<file path="src/rtl/core/lsbx_pkg.sv">
// Shared types and constants for the LSB text extractor.
// No dependencies; used by every module in rtl/core.
package lsbx_pkg;

	// Result kinds on the output channel
	localparam logic [1:0] KIND_TEXT   = 2'd0;
	localparam logic [1:0] KIND_END    = 2'd1;
	localparam logic [1:0] KIND_NOMARK = 2'd2;

	localparam int unsigned Q_DEPTH = 4;
	localparam int unsigned Q_AW    = $clog2(Q_DEPTH);

	// Everything one pixel produces: an optional message byte (still
	// encrypted) followed by an optional end-of-run status result.
	typedef struct packed {
		logic       has_msg;
		logic [7:0] msg;
		logic       has_tail;
		logic [1:0] tail_kind;
	} pix_res_t;

endpackage

</file>
<file path="src/rtl/core/lsbx_front.sv">
// Front end: collects pixel LSBs into bytes, holds the last four bytes and
// spots the end marker. Depends on lsbx_pkg.
module lsbx_front (
	input  logic              clk,
	input  logic              arst_n,
	input  logic              take,
	input  logic [7:0]        red,
	input  logic [7:0]        green,
	input  logic [7:0]        blue,
	input  logic              last_pixel,
	output logic              push,
	output lsbx_pkg::pix_res_t push_data
);

	localparam logic [7:0] CH_LT = 8'h3C; // '<'
	localparam logic [7:0] CH_E  = 8'h45;
	localparam logic [7:0] CH_N  = 8'h4E;
	localparam logic [7:0] CH_D  = 8'h44;
	localparam logic [7:0] CH_GT = 8'h3E; // '>'

	logic [6:0] acc_q;
	logic [2:0] cnt_q;
	logic [7:0] held_q [4];
	logic [2:0] fill_q;
	logic       marker_q;

	logic [2:0] bits;
	logic [9:0] combined;
	logic       have;
	logic [7:0] fresh;
	logic [6:0] acc_nx;
	logic [2:0] cnt_nx;
	logic [1:0] drop;
	logic       full_hold;
	logic       match;

	always_comb begin
		bits     = {red[0], green[0], blue[0]};
		combined = {acc_q, bits};
		have     = (cnt_q >= 3'd5);
		drop     = 2'(cnt_q - 3'd5);
		fresh    = 8'(combined >> drop);
		if (have) begin
			cnt_nx = cnt_q - 3'd5;
			case (drop)
				2'd0:    acc_nx = 7'd0;
				2'd1:    acc_nx = {6'd0, bits[0]};
				2'd2:    acc_nx = {5'd0, bits[1:0]};
				default: acc_nx = 7'd0;
			endcase
		end else begin
			cnt_nx = cnt_q + 3'd3;
			acc_nx = combined[6:0];
		end
		full_hold = (fill_q >= 3'd4);
		match = have && full_hold && held_q[0] == CH_LT && held_q[1] == CH_E &&
			held_q[2] == CH_N && held_q[3] == CH_D && fresh == CH_GT;

		push_data.has_msg   = have && full_hold && !match;
		push_data.msg       = held_q[0];
		push_data.has_tail  = match || last_pixel;
		push_data.tail_kind = match ? lsbx_pkg::KIND_END : lsbx_pkg::KIND_NOMARK;
		push = take && !marker_q && (push_data.has_msg || push_data.has_tail);
	end

	always_ff @(posedge clk or negedge arst_n) begin
		if (!arst_n) begin
			acc_q    <= '0;
			cnt_q    <= '0;
			fill_q   <= '0;
			marker_q <= 1'b0;
		end else if (take) begin
			if (last_pixel) begin
				acc_q    <= '0;
				cnt_q    <= '0;
				fill_q   <= '0;
				marker_q <= 1'b0;
			end else if (!marker_q) begin
				acc_q <= acc_nx;
				cnt_q <= cnt_nx;
				if (match) begin
					marker_q <= 1'b1;
				end else if (have && !full_hold) begin
					fill_q <= fill_q + 3'd1;
				end
			end
		end
	end

	// held bytes: payload only, read below fill count
	always_ff @(posedge clk) begin
		if (take && !marker_q && have && !match) begin
			if (full_hold) begin
				held_q[0] <= held_q[1];
				held_q[1] <= held_q[2];
				held_q[2] <= held_q[3];
				held_q[3] <= fresh;
			end else begin
				held_q[fill_q[1:0]] <= fresh;
			end
		end
	end

endmodule

</file>
<file path="src/rtl/core/lsbx_queue.sv">
// Small FIFO of per-pixel results between front and back end.
// Depends on lsbx_pkg.
module lsbx_queue (
	input  logic               clk,
	input  logic               arst_n,
	input  logic               push,
	input  lsbx_pkg::pix_res_t push_data,
	input  logic               pop,
	output lsbx_pkg::pix_res_t head,
	output logic               nonempty,
	output logic               full
);

	lsbx_pkg::pix_res_t mem_q [lsbx_pkg::Q_DEPTH];
	logic [lsbx_pkg::Q_AW-1:0] wr_q;
	logic [lsbx_pkg::Q_AW-1:0] rd_q;
	logic [lsbx_pkg::Q_AW:0]   cnt_q;

	assign nonempty = (cnt_q != '0);
	assign full     = (cnt_q == (lsbx_pkg::Q_AW+1)'(lsbx_pkg::Q_DEPTH));
	assign head     = mem_q[rd_q];

	always_ff @(posedge clk or negedge arst_n) begin
		if (!arst_n) begin
			wr_q  <= '0;
			rd_q  <= '0;
			cnt_q <= '0;
		end else begin
			if (push) begin
				wr_q <= wr_q + (lsbx_pkg::Q_AW)'(1);
			end
			if (pop) begin
				rd_q <= rd_q + (lsbx_pkg::Q_AW)'(1);
			end
			if (push && !pop) begin
				cnt_q <= cnt_q + (lsbx_pkg::Q_AW+1)'(1);
			end else if (pop && !push) begin
				cnt_q <= cnt_q - (lsbx_pkg::Q_AW+1)'(1);
			end
		end
	end

	always_ff @(posedge clk) begin
		if (push) begin
			mem_q[wr_q] <= push_data;
		end
	end

endmodule

</file>
<file path="src/rtl/core/lsbx_back.sv">
// Back end: unpacks queued pixel results, decrypts message bytes and drives
// the registered output channel. Depends on lsbx_pkg.
module lsbx_back (
	input  logic               clk,
	input  logic               arst_n,
	input  logic signed [5:0]  key,
	input  lsbx_pkg::pix_res_t head,
	input  logic               nonempty,
	output logic               pop,
	output logic               out_valid,
	input  logic               out_stall,
	output logic [7:0]         text_byte,
	output logic [1:0]         kind,
	output logic               run_last
);

	function automatic logic [7:0] caesar_back(input logic [7:0] c,
		input logic signed [5:0] k_in);
		logic signed [6:0] k;
		logic signed [5:0] r;
		logic [7:0] base;
		logic [7:0] off;
		logic lower;
		logic upper;
		k = {k_in[5], k_in};
		if (k < 7'sd0) k = k + 7'sd26;
		if (k < 7'sd0) k = k + 7'sd26;
		if (k >= 7'sd26) k = k - 7'sd26;
		lower = (c >= 8'h61) && (c <= 8'h7A);
		upper = (c >= 8'h41) && (c <= 8'h5A);
		base  = lower ? 8'h61 : 8'h41;
		off   = c - base;
		r = $signed({1'b0, off[4:0]}) - $signed({1'b0, k[4:0]});
		if (r < 6'sd0) r = r + 6'sd26;
		if (lower || upper) begin
			return base + {3'd0, r[4:0]};
		end
		return c;
	endfunction

	logic out_valid_q;
	logic phase_q; // message byte of the head entry already sent
	logic load;
	logic send_msg;

	assign out_valid = out_valid_q;
	assign load      = !out_valid_q || !out_stall;
	assign send_msg  = head.has_msg && !phase_q;
	assign pop       = load && nonempty && (!send_msg || !head.has_tail);

	always_ff @(posedge clk or negedge arst_n) begin
		if (!arst_n) begin
			out_valid_q <= 1'b0;
			phase_q     <= 1'b0;
		end else if (load) begin
			out_valid_q <= nonempty;
			if (nonempty) begin
				phase_q <= send_msg && head.has_tail;
			end
		end
	end

	always_ff @(posedge clk) begin
		if (load && nonempty) begin
			if (send_msg) begin
				text_byte <= caesar_back(head.msg, key);
				kind      <= lsbx_pkg::KIND_TEXT;
				run_last  <= !head.has_tail;
			end else begin
				text_byte <= 8'd0;
				kind      <= head.tail_kind;
				run_last  <= 1'b1;
			end
		end
	end

endmodule

</file>
<file path="src/rtl/core/lsb_stego_extract_caesar_top.sv">
// Top level of the LSB text extractor with Caesar decryption.
// Depends on lsbx_pkg, lsbx_front, lsbx_queue, lsbx_back.
//
// One pixel is taken per clock while in_stall is low; in_stall rises only
// when the four-entry result queue is full. A pixel that yields a result
// passes through the queue into the registered output. The output side
// delivers one result per clock while out_stall is low: a pixel that
// releases a message byte and also ends the image without a marker yields
// two results, the byte and then the end-of-run status, every other pixel
// at most one. Pixels after the end marker produce nothing until the
// image's last pixel clears the state. shift_key is to be written through
// cfg_we/cfg_wdata only while idle; the block does not enforce this.
module lsb_stego_extract_caesar_top (
	input  logic       clk,
	input  logic       arst_n,
	input  logic       cfg_we,
	input  logic [5:0] cfg_wdata,
	input  logic       in_valid,
	output logic       in_stall,
	input  logic [7:0] red,
	input  logic [7:0] green,
	input  logic [7:0] blue,
	input  logic       last_pixel,
	output logic       out_valid,
	input  logic       out_stall,
	output logic [7:0] text_byte,
	output logic [1:0] kind,
	output logic       run_last
);

	logic signed [5:0]  key_q;
	logic               take;
	logic               push;
	lsbx_pkg::pix_res_t push_data;
	lsbx_pkg::pix_res_t head;
	logic               nonempty;
	logic               full;
	logic               pop;

	always_ff @(posedge clk or negedge arst_n) begin
		if (!arst_n) begin
			key_q <= '0;
		end else if (cfg_we) begin
			key_q <= $signed(cfg_wdata);
		end
	end

	assign in_stall = full;
	assign take     = in_valid && !full;

	lsbx_front u_front (
		.clk       (clk),
		.arst_n    (arst_n),
		.take      (take),
		.red       (red),
		.green     (green),
		.blue      (blue),
		.last_pixel(last_pixel),
		.push      (push),
		.push_data (push_data)
	);

	lsbx_queue u_queue (
		.clk      (clk),
		.arst_n   (arst_n),
		.push     (push),
		.push_data(push_data),
		.pop      (pop),
		.head     (head),
		.nonempty (nonempty),
		.full     (full)
	);

	lsbx_back u_back (
		.clk      (clk),
		.arst_n   (arst_n),
		.key      (key_q),
		.head     (head),
		.nonempty (nonempty),
		.pop      (pop),
		.out_valid(out_valid),
		.out_stall(out_stall),
		.text_byte(text_byte),
		.kind     (kind),
		.run_last (run_last)
	);

endmodule
</file>
<file path="config.mk">
export PLATFORM = sky130hd
export DESIGN_NAME = lsb_stego_extract_caesar_top
export DESIGN_NICKNAME = d
export VERILOG_FILES = /design/src/rtl/core/lsbx_pkg.sv /design/src/rtl/core/lsbx_front.sv /design/src/rtl/core/lsbx_queue.sv /design/src/rtl/core/lsbx_back.sv /design/src/rtl/core/lsb_stego_extract_caesar_top.sv
export SDC_FILE = /design/constraint.sdc
export NUM_CORES = 1
export LEC_CHECK = 0
export BUFFER_PORTS_ARGS = -buffer_cell sky130_fd_sc_hd__buf_2
export CELL_PAD_IN_SITES_DETAIL_PLACEMENT = 1
export CELL_PAD_IN_SITES_GLOBAL_PLACEMENT = 2
export CORE_MARGIN = 5
export CORE_UTILIZATION = 39
export DETAILED_ROUTE_END_ITERATION = 8
export PLACE_DENSITY_LB_ADDON = 0.1
export SLEW_MARGIN = 20
export SYNTH_ARGS = -nofsm -noshare
export SYNTH_HDL_FRONTEND = slang
export SYNTH_HIERARCHICAL = 1
export SYNTH_SLANG_ARGS = --single-unit
</file>
<file path="constraint.sdc">
create_clock -name clk -period 8.8 [get_ports clk]
set_clock_uncertainty 0.05 [all_clocks]
set_input_delay 0.88 -clock clk [delete_from_list [all_inputs] [get_ports clk]]
set_output_delay 0.88 -clock clk [all_outputs]
set_load 0.01 [all_outputs]
</file>
==> summary.md, run 1 <==
| Metric | Value |
|---|---|
| Final hold violation count | 0 |
| Async set or reset register ratio after synthesis | 24.17% |
| First-pass GRT wire length | 21,580 um |
| Max Cap Violations | 0 |
| Critical Path RT | 8.90 ns |
| Library cell with the highest instance count after synthesis | edfxtp_1 |
| I/O pin count | 49 |
| Critical path fanouts, max | 7 |
| Final Non-Filler Cells | 714 |
| Core area | about 16,000 um2 |
| Clk buf depth | 2 |
| Multi-input logic area | 2614 um2 |
| Row cnt | 46 |
| Pwr/cell area | 385.4 nW/um2 |
| Hold Crit Class | reg -> reg |
| Inserted Clock Buffers | 17 |
| DIE AREA | 18,710 um2 |
| Nets | 547 |
| Post-synthesis mux area share | 14.27% |
| Largest family of logic cells by synthesized area | multiplexers |
| Area growth, synth to finish | 14.77% |
| Vias in the first global route | 4,024 |
| Vias per cell | 5.195 |
| DR vias | 3,709 |
| Cell Area, Synth | approximately 6300 um2 |
| Finish-stage setup viols | 0 |
| Share of cells above drive strength 1 | about a quarter |
| Largest cells by area after synthesis | edfxtp_1 44%, dfrtp_1 12%, mux2_2 5.4% |
| Critical Path AT | about 5.3 ns |
| Antenna violations before repair | 0 |
| Slew @ Worst Pin | 0.8287 ns |
| Outcome | completed |
| Peak Freq | 0.1931 GHz |
| Syn Nets | 516 |
| Family with the most delay on the worst path | adder cells |
| Clk slew on worst S/H paths | roughly 0.060 ns |
| Die Span X | 136.8 um |
| Sequential area share after synthesis | 55.16% |
| Violation count after the first detailed-route iteration | between 100 and 150 |
| Antenna-violating nets left | 0 |
| Routability Congestion | 0.7785 |
| Diode count | 0 |
| Ys flop type | edfxtp_1 |
| Global route overflow | 0 |
| Post-CTS setup buffer count | 0 |
| Worst hold slack | ~0.45 ns |
| Fin worst setup slack | 3.622 ns |
| Htree depth | 4 |
| DIE HEIGHT | 136.8 um |
| Routed WL per cell | 18.11 um |
| Post-Synth Simple-Gate Area | 10.08% |
| Placed cell count | 682 |
| FF+latch count, synth | 120 |
| Type of origin of the critical path | flip-flop |
| Final period utilization | between 50% and 60% |
| Most used cell, CP | ha_1 |
| Drt first pass iters | 4 |
| Pin count of the biggest net entering global routing | 30 |
| Initial Util | between 30% and 40% |
| Tot GR Track Use | 15.09% |
| Clock Latency Late Sink | around 0.42 ns |
| FF/Latch Area | 3458 um2 |
| Max IR drop VDD | 0.0002726 V |
| Post_cts resized | 0 |
| Top cell type's share of synthesized area | between 40% and 50% |
| Final Util | 45.46% |
| Cts hold-fix bufs | 0 |
| Area leader, netlist | edfxtp_1 |
| Compound-Gate Fraction of Synth Area | 8.481% |
| Synth Area in XOR/XNOR | about 3.4% |
| Final Slew Violations | 0 |
| Root buffer cell | clkbuf_16 |
| Endpoint type of the worst setup path | flip-flop |
| Setup_tns | 0 ns |
| Buf+Inv Stages, Crit Path | 0 |
| CP max stage delay | 0.50 ns |
| Area share of fa/ha/maj cells after synthesis | 5.428% |
| Total routed wirelength | 12,930 um |
| Post-layout minimum cycle time | roughly 5.2 ns |
| Critical path class | reg -> reg |
| HPWL Detailed | about 9400 um |
| Mapped Cells | between 400 and 500 |
| CTS tree | built |
| Number of remaining DRC errors | 0 |
| Clk sinks | 120 |
| Synth cell count leaders | 91 x edfxtp_1, 30 x mux2_2, 29 x dfrtp_1 |
| Post-place setup slack | 3.629 ns |
| Max-slew headroom | 44.76% |
| Critical path, cell by cell | ha_1 > mux2_2 > ha_1 > mux2i_1 > ha_1 > o41ai_1 > a31oi_1 > nor3_1 > mux2_2 > ha_1 > xor2_1 > ha_1 > a2111oi_4 > or4b_1 > a31oi_1 > xor2_1 > a21oi_1 |
| Avg Cell Area, Syn | 13.81 um2 |
| RSZ-0062 raised after global routing | false |
| CP max stage cell | or4b_1 |
| Post-synth EDFFs | 91 |
| Synth Warn # | 6 |
| Count of input and output buffers | 27 |
| Fillers | 1,645 |
| Distinct cells, synth | 65 |
| Static Leak | 2.650 nW |
## power breakdown
group,switching [mW],internal (mW)
clock,0.263,0.450
sequential,0.111,0.737
combinational,0.666,0.545
## through the flow
step / instance area (um2) / power (mW)
6_report: 7196 / 2.773
5_1_grt: 7196 / 2.986
4_1_cts: 7191 / 2.817
3_5_place_dp: 6578 / 2.091
3_3_place_gp: 6578 / 2.069
2_1_floorplan: 6270 / 1.816
## cells in the final DEF, fill, tap and decap left out, drive strengths merged, types with 10 or more instances in the layout
cell type and instances:
a21oi 19, buf 30, clkbuf 17, dfrtp 29, edfxtp 91, ha 24
inv 28, mux2 37, mux4 16, nand2 26, nor2 21, nor3 10
o21ai 12, xnor2 12, xor2 12
## state kept, by name, indices dropped and copies added, names as in the netlist
signal            flops
u_queue/wr_q          2
u_front/fill_q        3
u_front/acc_q         7
u_front/held_q       32
u_front/cnt_q         3
u_back/text_byte      8
u_back/run_last       1
u_queue/rd_q          2
u_back/out_valid      1
key_q                 6
u_queue/mem_q        48
u_back/kind           2
u_back/phase_q        1
u_front/marker_q      1
u_queue/cnt_q         3
## final cells by class
cell class	instances	area share [%]
repair buffers	30	2.191
multi-input cells	294	36.32
flip-flops and latches	120	48.06
well taps	216	3.756
clock buffers	17	5.912
clock inverters	15	2.608
inverters	22	1.148
## final timing paths
path	startpoint	endpoint	slack, ns	cells after the start
max	key_q[1]	u_back/text_byte[5]	3.62	17
max reg2reg	key_q[1]	u_back/text_byte[5]	3.62	17
min reg2reg	u_queue/cnt_q[2]	u_queue/cnt_q[2]	0.45	1
max in group asynchronous	arst_n	u_queue/wr_q[0]	7.80	1
min in group asynchronous	arst_n	u_front/cnt_q[0]	0.46	1
min	u_queue/cnt_q[2]	u_queue/cnt_q[2]	0.45	1
## cell families after synthesis
family,after synthesis
xor gates and xnor gates,24
AOI/OAI and AO/OA,75
buffers and inverters,40
adders and majority gates,26
and+or+nand+nor,108
DFF,120
muxes,61
## per-layer routing
layer | vias up | global-route usage, % | part of all wire [%]
li1 | 1799 | - | -
met1 | 1860 | 18.44 | 45
met2 | 34 | 26.29 | 52
met3 | 16 | 3.382 | 2.1
met4 | 0 | 5.322 | 1.6
met5 | - | 0 | 0
## worst reg2reg max path: stages (launching register included)
cell       delay [ns]
dfrtp_1          0.46
ha_1             0.34
mux2_2           0.31
ha_1             0.31
mux2i_1          0.11
ha_1             0.24
o41ai_1          0.07
a31oi_1          0.07
nor3_1           0.36
mux2_2           0.39
ha_1             0.35
xor2_1           0.23
ha_1             0.25
a2111oi_4        0.37
or4b_1           0.50
a31oi_1          0.24
xor2_1           0.18
a21oi_1          0.09
No activity file was read; power rests on OpenSTA's default activity.
==> run 2, diff against run 1 <==
--- a/config.mk
+++ b/config.mk
@@ -5,11 +5,12 @@
 export SDC_FILE = /design/constraint.sdc
 export NUM_CORES = 1
 export LEC_CHECK = 0
+export ABC_AREA = 1
 export BUFFER_PORTS_ARGS = -buffer_cell sky130_fd_sc_hd__buf_2
 export CELL_PAD_IN_SITES_DETAIL_PLACEMENT = 1
 export CELL_PAD_IN_SITES_GLOBAL_PLACEMENT = 2
 export CORE_MARGIN = 5
-export CORE_UTILIZATION = 39
+export CORE_UTILIZATION = 34
 export DETAILED_ROUTE_END_ITERATION = 8
 export PLACE_DENSITY_LB_ADDON = 0.1
 export SLEW_MARGIN = 20
==> constraint.sdc (replaced) <==
create_clock -name clk -period 4.75 [get_ports clk]
set_clock_uncertainty 0.05 [all_clocks]
set_input_delay 0.475 -clock clk [delete_from_list [all_inputs] [get_ports clk]]
set_output_delay 0.475 -clock clk [all_outputs]
set_load 0.01 [all_outputs]
==> summary.md, run 2 <==
| Metric | Value |
|---|---|
| Slew @ Worst Pin | 0.8310 ns (+0.002352 ns) |
| Hold Crit Class | in -> async |
| Peak Freq | 0.2401 GHz (+24%) |
| Commonest non-fill, non-tap cell in the layout | nand2_1 |
| Post-CTS setup buffer count | 0 (unchanged) |
| Mapped Cells | 719 (+58%) |
| Post-synth EDFFs | 91 (unchanged) |
| Vias in the first global route | 5,016 (+25%) |
| Share of cells above drive strength 1 | 14.40% (-9.7 points) |
| Drt first pass iters | 4 (unchanged) |
| Final period utilization | 87.69% (+29 points) |
| Distinct cells, synth | 40 (-38%) |
| Pwr/cell area | 738.8 nW/um2 (+92%) |
| Cell Area, Synth | 6579 um2 (+4.9%) |
| Pin count of the biggest net entering global routing | 30 (unchanged) |
| Area growth, synth to finish | 14.61% |
| Total routed wirelength | 15,410 um (+19%) |
| Critical path fanouts, max | 27 (+20) |
| Tot GR Track Use | 14.69% (-0.41 points) |
| Final hold violation count | 0 (unchanged) |
| Final Non-Filler Cells | 1,024 (+43%) |
| Syn Nets | 781 (+51%) |
| Clk slew on worst S/H paths | 0.06 ns (about the same) |
| Static Leak | 3.443 nW (+30%) |
| Initial Util | 34.82% (-4.8 points) |
| Antenna violations before repair | 0 (unchanged) |
| Antenna-violating nets left | 0 (unchanged) |
| Area leader, netlist | edfxtp_1 |
| Die Span X | 149.1 um (+9.0%) |
| Top cell type's share of synthesized area | 41.54% (-2.0 points) |
| Vias per cell | 4.695 (-9.6%) |
| Violation count after the first detailed-route iteration | 161 (+41%) |
| Top reg by flops | u_queue/mem_q |
| Max IR drop VDD | 0.0002668 V (-2.1%) |
| Final instance area | 7540 um2 (+4.8%) |
| Final Slew Violations | 0 (unchanged) |
| DIE HEIGHT | 149.1 um (+9.0%) |
| Finish-stage setup viols | 0 (unchanged) |
| Max-slew headroom | 44.60% (-0.16 points) |
| Outcome | completed |
| Htree depth | 4 (unchanged) |
| Inserted Clock Buffers | 17 (unchanged) |
| Row cnt | 50 (+8.7%) |
| Global route overflow | 0 (unchanged) |
| Async set or reset register ratio after synthesis | 24.17% (unchanged) |
| Core area | 18,890 um2 (+19%) |
| Synth Warn # | 6 (unchanged) |
| DIE AREA | 22,230 um2 (+19%) |
| Setup_tns | 0 ns (unchanged) |
| Endpoint type of the worst setup path | flip-flop |
| Diode count | 0 (unchanged) |
| Avg Cell Area, Syn | 9.150 um2 (-34%) |
| CTS tree | built |
| Worst R2R Start | u_queue/rd_q[0] |
| DP Area | 6907 um2 (+5.0%) |
| Clk buf depth | 2 (unchanged) |
| Ys flop type | edfxtp_1 |
| Synth cell count leaders | 215 x nand2_1, 115 x inv_1, 91 x edfxtp_1 |
| I/O pin count | 49 (unchanged) |
| Post-place setup slack | 0.5810 ns (-3.049 ns) |
| DR vias | 4,808 (+30%) |
| Max Cap Violations | 0 (unchanged) |
| Clock Latency Late Sink | 0.42 ns (about the same) |
| Routed WL per cell | 15.05 um (-17%) |
| Library cell with the highest instance count after synthesis | nand2_1 |
| Routability Congestion | 0.7488 (-3.8%) |
| Count of input and output buffers | 27 (unchanged) |
| Critical path class | reg -> reg |
| Root buffer cell | clkbuf_16 |
| Nets | 813 (+49%) |
| Placed cell count | 992 (+45%) |
| Max reg flops | 48 (unchanged) |
| HPWL Detailed | 11,330 um (+20%) |
| Cts hold-fix bufs | 0 (unchanged) |
| RSZ-0062 raised after global routing | false |
| Clk sinks | 120 (unchanged) |
| Post-layout minimum cycle time | 4.165 ns (-1.013 ns) |
| Post_cts resized | 0 (unchanged) |
| Sequential area share after synthesis | 52.57% (-2.6 points) |
| Critical Path AT | 4.30 ns (-0.98 ns) |
| Critical Path RT | 4.88 ns (-4.02 ns) |
| Commonest cells after routing, fill and taps aside | 215 x nand2_1, 115 x inv_1, 91 x edfxtp_1 |
| CP startpoint | u_queue/rd_q[0] |
| First-pass GRT wire length | 25,470 um (+18%) |
| Largest regs | u_queue/mem_q x48, u_front/held_q x32, u_back/text_byte x8 |
| Fin worst setup slack | 0.5848 ns (-3.037 ns) |
| FF+latch count, synth | 120 (unchanged) |
| Largest cells by area after synthesis | edfxtp_1 42%, nand2_1 12%, dfrtp_1 11% |
| Type of origin of the critical path | flip-flop |
| Number of remaining DRC errors | 0 (unchanged) |
run 2: cell types whose count changed after synthesis, moves of 8 or more:
cell,change
mux4_2,-12
xnor2_1,-8
nand3_1,+33
mux2i_1,-8
mux2_2,-30
o21ai_2,+22
inv_1,+94
nand2_2,+8
nand2_1,+189
and2_1,-8
nor2_1,+16
o211ai_1,+27
run 2: worst paths after layout:
check                                       to  slack, ns  cells after the start
min reg2reg                   u_queue/cnt_q[2]       0.44                      2
max                        u_back/text_byte[4]       0.58                     21
max reg2reg                u_back/text_byte[4]       0.58                     21
max in group asynchronous     u_front/marker_q       4.13                      1
min                                   key_q[4]       0.06                      1
min in group clk                      key_q[1]       0.20                      3
run 2: report_power, final:
group          switching [mW]  internal [mW]
combinational            1.82          0.814
sequential              0.150           1.39
clock                   0.536          0.851
total                    2.51           3.06
run 2: metal layers:
metal  vias to the layer above  share of wire (%)  track usage (%)
li1                       2430                  -                -
met1                      2314                 47            18.57
met2                        44                 49            24.98
met3                        20                2.3            3.160
met4                         0                1.7            4.943
met5                         -                  0                0
run 2: cell type report:
type / instances / area (um2)
multi-input combinational: 461 / 2515
clock inverter: 15 / 207.7
clock buffer: 17 / 425.4
fill: 2203 / 11350
tap: 260 / 325.3
timing repair buffer: 29 / 150.1
sequential: 120 / 3458
inverter: 122 / 457.9
run 2: worst max-delay path, stage by stage (launching register included):
cell      delay (ns)
dfrtp_1         0.88
buf_4           0.39
nand2_1         0.09
o211ai_1        0.09
nand2_1         0.20
inv_1           0.12
nand2_1         0.06
nor2_1          0.17
xor2_1          0.21
ha_1            0.29
a21oi_1         0.29
nand2_1         0.09
nor2_1          0.29
nand2_1         0.09
nand2_1         0.09
nand2_1         0.11
nand2_1         0.12
inv_1           0.06
nand3_1         0.06
nand3_1         0.07
nand2_1         0.06
inv_1           0.03
run 2: stage by stage:
stage / hold WS, ns / util, % / power (mW)
after CTS: 0.07698 / 39.91 / 5.687
after global routing: 0.1331 / 39.91 / 6.108
after floorplan: 0.1294 / - / 3.569
after global placement: 0.4035 / 36.56 / 4.174
final: 0.06385 / 39.91 / 5.570
after detailed placement: 0.4209 / 36.56 / 4.267
run 2: kinds of logic after synthesis:
kind of cell    synth area share, %
compound gates                9.585
xor+xnor                      1.712
fa+ha+maj                     5.173
buf+inv                       9.205
flops                         52.57
simple gates                  21.76
==> run 3, diff against run 2 <==
--- a/config.mk
+++ b/config.mk
@@ -9,7 +9,6 @@
 export BUFFER_PORTS_ARGS = -buffer_cell sky130_fd_sc_hd__buf_2
 export CELL_PAD_IN_SITES_DETAIL_PLACEMENT = 1
 export CELL_PAD_IN_SITES_GLOBAL_PLACEMENT = 2
-export CORE_MARGIN = 5
 export CORE_UTILIZATION = 34
 export DETAILED_ROUTE_END_ITERATION = 8
 export PLACE_DENSITY_LB_ADDON = 0.1
==> summary.md, run 3 (same netlist as run 2, synthesis figures left out) <==
| Metric | Value |
|---|---|
| Final period utilization | 86.67% (-1.0 points) |
| Max Cap Violations | 0 (unchanged) |
| DR vias | 4,775 (-0.69%) |
| Commonest non-fill, non-tap cell in the layout | nand2_1 |
| Outcome | completed |
| CP startpoint | key_q[1] |
| Clock Latency Late Sink | 0.42 ns (about the same) |
| Commonest cells after routing, fill and taps aside | 215 x nand2_1, 115 x inv_1, 91 x edfxtp_1 |
| Final Non-Filler Cells | 1,024 (unchanged) |
| Most used cell, CP | nand2_1 |
| Critical Path AT | 4.25 ns (-0.05 ns) |
| Buf+Inv Stages, Crit Path | 3 (-1) |
| Max-slew headroom | 46.32% (+1.7 points) |
| Static Leak | 3.409 nW (-0.98%) |
| DIE AREA | 19,910 um2 (-10%) |
| Final Slew Violations | 0 (unchanged) |
| Critical path class | reg -> reg |
| DIE HEIGHT | 141.1 um (-5.4%) |
| Count of input and output buffers | 27 (unchanged) |
| Clk sinks | 120 (unchanged) |
| Antenna-violating nets left | 0 (unchanged) |
| Inserted Clock Buffers | 17 (unchanged) |
| Htree depth | 4 (unchanged) |
| Total routed wirelength | 14,840 um (-3.7%) |
| Antenna violations before repair | 0 (unchanged) |
| Core area | 18,830 um2 (-0.33%) |
| Final hold violation count | 0 (unchanged) |
| Post-CTS setup buffer count | 0 (unchanged) |
| Post_cts resized | 0 (unchanged) |
| Cts hold-fix bufs | 0 (unchanged) |
| Nets | 813 (unchanged) |
| Routed WL per cell | 14.49 um (-3.7%) |
| Peak Freq | 0.2429 GHz (+1.2%) |
| Die Span X | 141.1 um (-5.4%) |
| HPWL Detailed | 11,170 um (-1.4%) |
| Number of remaining DRC errors | 0 (unchanged) |
| Placed cell count | 992 (unchanged) |
| Fillers | 2,192 (-0.50%) |
| Routability Congestion | 0.7787 (+4.0%) |
| Share of cells above drive strength 1 | 14.40% (unchanged) |
| Global route overflow | 0 (unchanged) |
| Slew @ Worst Pin | 0.8052 ns (-0.02581 ns) |
| Area growth, synth to finish | 13.67% |
| Endpoint type of the worst setup path | flip-flop |
| Post-layout minimum cycle time | 4.117 ns (-0.04848 ns) |
| Tot GR Track Use | 16.56% (+1.9 points) |
| Finish-stage setup viols | 0 (unchanged) |
| Pwr/cell area | 726.4 nW/um2 (-1.7%) |
| First-pass GRT wire length | 25,210 um (-1.0%) |
| Critical path fanouts, max | 5 (-81%) |
| Critical Path RT | 4.88 ns (about the same) |
| Row cnt | 50 (unchanged) |
| Top reg by flops | u_queue/mem_q |
| Initial Util | 34.94% (+0.12 points) |
| Max reg flops | 48 (unchanged) |
| Family with the most delay on the worst path | adder cells |
| Hold Crit Class | in -> async |
| Largest regs | u_queue/mem_q x48, u_front/held_q x32, u_back/text_byte x8 |
| Violation count after the first detailed-route iteration | 175 (+8.7%) |
| CP max stage cell | dfrtp_1 |
| I/O pin count | 49 (unchanged) |
| Setup_tns | 0 ns (unchanged) |
| Pin count of the biggest net entering global routing | 30 (unchanged) |
| Vias per cell | 4.663 (-0.69%) |
| Max IR drop VDD | 0.0002803 V (+5.1%) |
| Vias in the first global route | 5,022 (+0.12%) |
| Drt first pass iters | 4 (unchanged) |
| Pwr Total | 5.432 mW (-2.5%) |
| Diode count | 0 (unchanged) |
| Clk slew on worst S/H paths | 0.06 ns (about the same) |
| Type of origin of the critical path | flip-flop |
| Root buffer cell | clkbuf_16 |
| Worst R2R Start | key_q[1] |
| Clk buf depth | 2 (unchanged) |
| CP max stage delay | 0.46 ns (-0.42 ns) |
| CTS tree | built |
| RSZ-0062 raised after global routing | false |
-- run 3: cell types whose count changed in the layout (fill, tap and decap cells not counted), sizes merged --
cell / delta
bufinv: -3
inv: +3
clkinv: -2
clkinvlp: +2
-- run 3: final cells by class --
cell class / instances / area, um2 / share of cell area, %
Clock inverter: 15 / 146.4 / 1.957
Clock buffer: 17 / 425.4 / 5.688
Tap cell: 260 / 325.3 / 4.350
Inverter: 122 / 457.9 / 6.123
Timing Repair Buffer: 29 / 150.1 / 2.008
Sequential cell: 120 / 3458 / 46.24
Multi-Input combinational cell: 461 / 2515 / 33.63
-- run 3: worst reg2reg max path, stage by stage (launching register included) --
cell	delay (ns)
dfrtp_1	0.46
ha_1	0.32
nand2_1	0.07
nand2_1	0.11
ha_1	0.29
inv_1	0.03
nand2_1	0.07
o21ai_2	0.08
ha_1	0.22
nand2_1	0.07
nand3_1	0.07
nand2_2	0.12
nand2_2	0.08
nand2_1	0.07
nand2_1	0.09
fa_1	0.44
xor2_1	0.19
ha_1	0.30
inv_1	0.03
nand2_1	0.07
nand2_1	0.08
nor2_1	0.23
nand3_1	0.12
nand2_1	0.07
nand3_1	0.07
nand2_1	0.06
inv_1	0.04
-- run 3: final timing paths --
path	to	slack, ns	cells past startpoint
min in group clk	key_q[5]	0.21	3
max in group asynchronous	u_queue/cnt_q[2]	4.14	1
worst min-delay path	u_front/acc_q[2]	0.06	1
worst max-delay path	u_back/text_byte[5]	0.63	26
worst max register to register	u_back/text_byte[5]	0.63	26
worst min register to register	u_queue/cnt_q[2]	0.43	2
-- run 3: power by group --
| part | switching, mW | internal, mW |
|---|---|---|
| Combinational | 1.83 | 0.818 |
| Clock | 0.546 | 0.698 |
| Sequential | 0.147 | 1.39 |
-- run 3: metal layers --
| layer | track usage [%] | vias to the layer above | share of wire, % |
|---|---|---|---|
| li1 | - | 2423 | - |
| met1 | 20.37 | 2291 | 46 |
| met2 | 29.03 | 47 | 50 |
| met3 | 2.955 | 14 | 2.2 |
| met4 | 5.835 | 0 | 1.3 |
| met5 | 0 | - | 0 |
-- run 3: through the flow --
step / setup WS, ns / util, % / hold slack (ns) / instance area [um2]
global placement: 0.6518 / 36.68 / 0.4044 / 6907
CTS: 0.5579 / 39.71 / 0.07539 / 7478
floorplan: 1.024 / - / 0.1294 / 6579
finish: 0.6333 / 39.71 / 0.05971 / 7478
detailed placement: 0.5677 / 36.68 / 0.4276 / 6907
global route: 0.1642 / 39.71 / 0.1065 / 7478
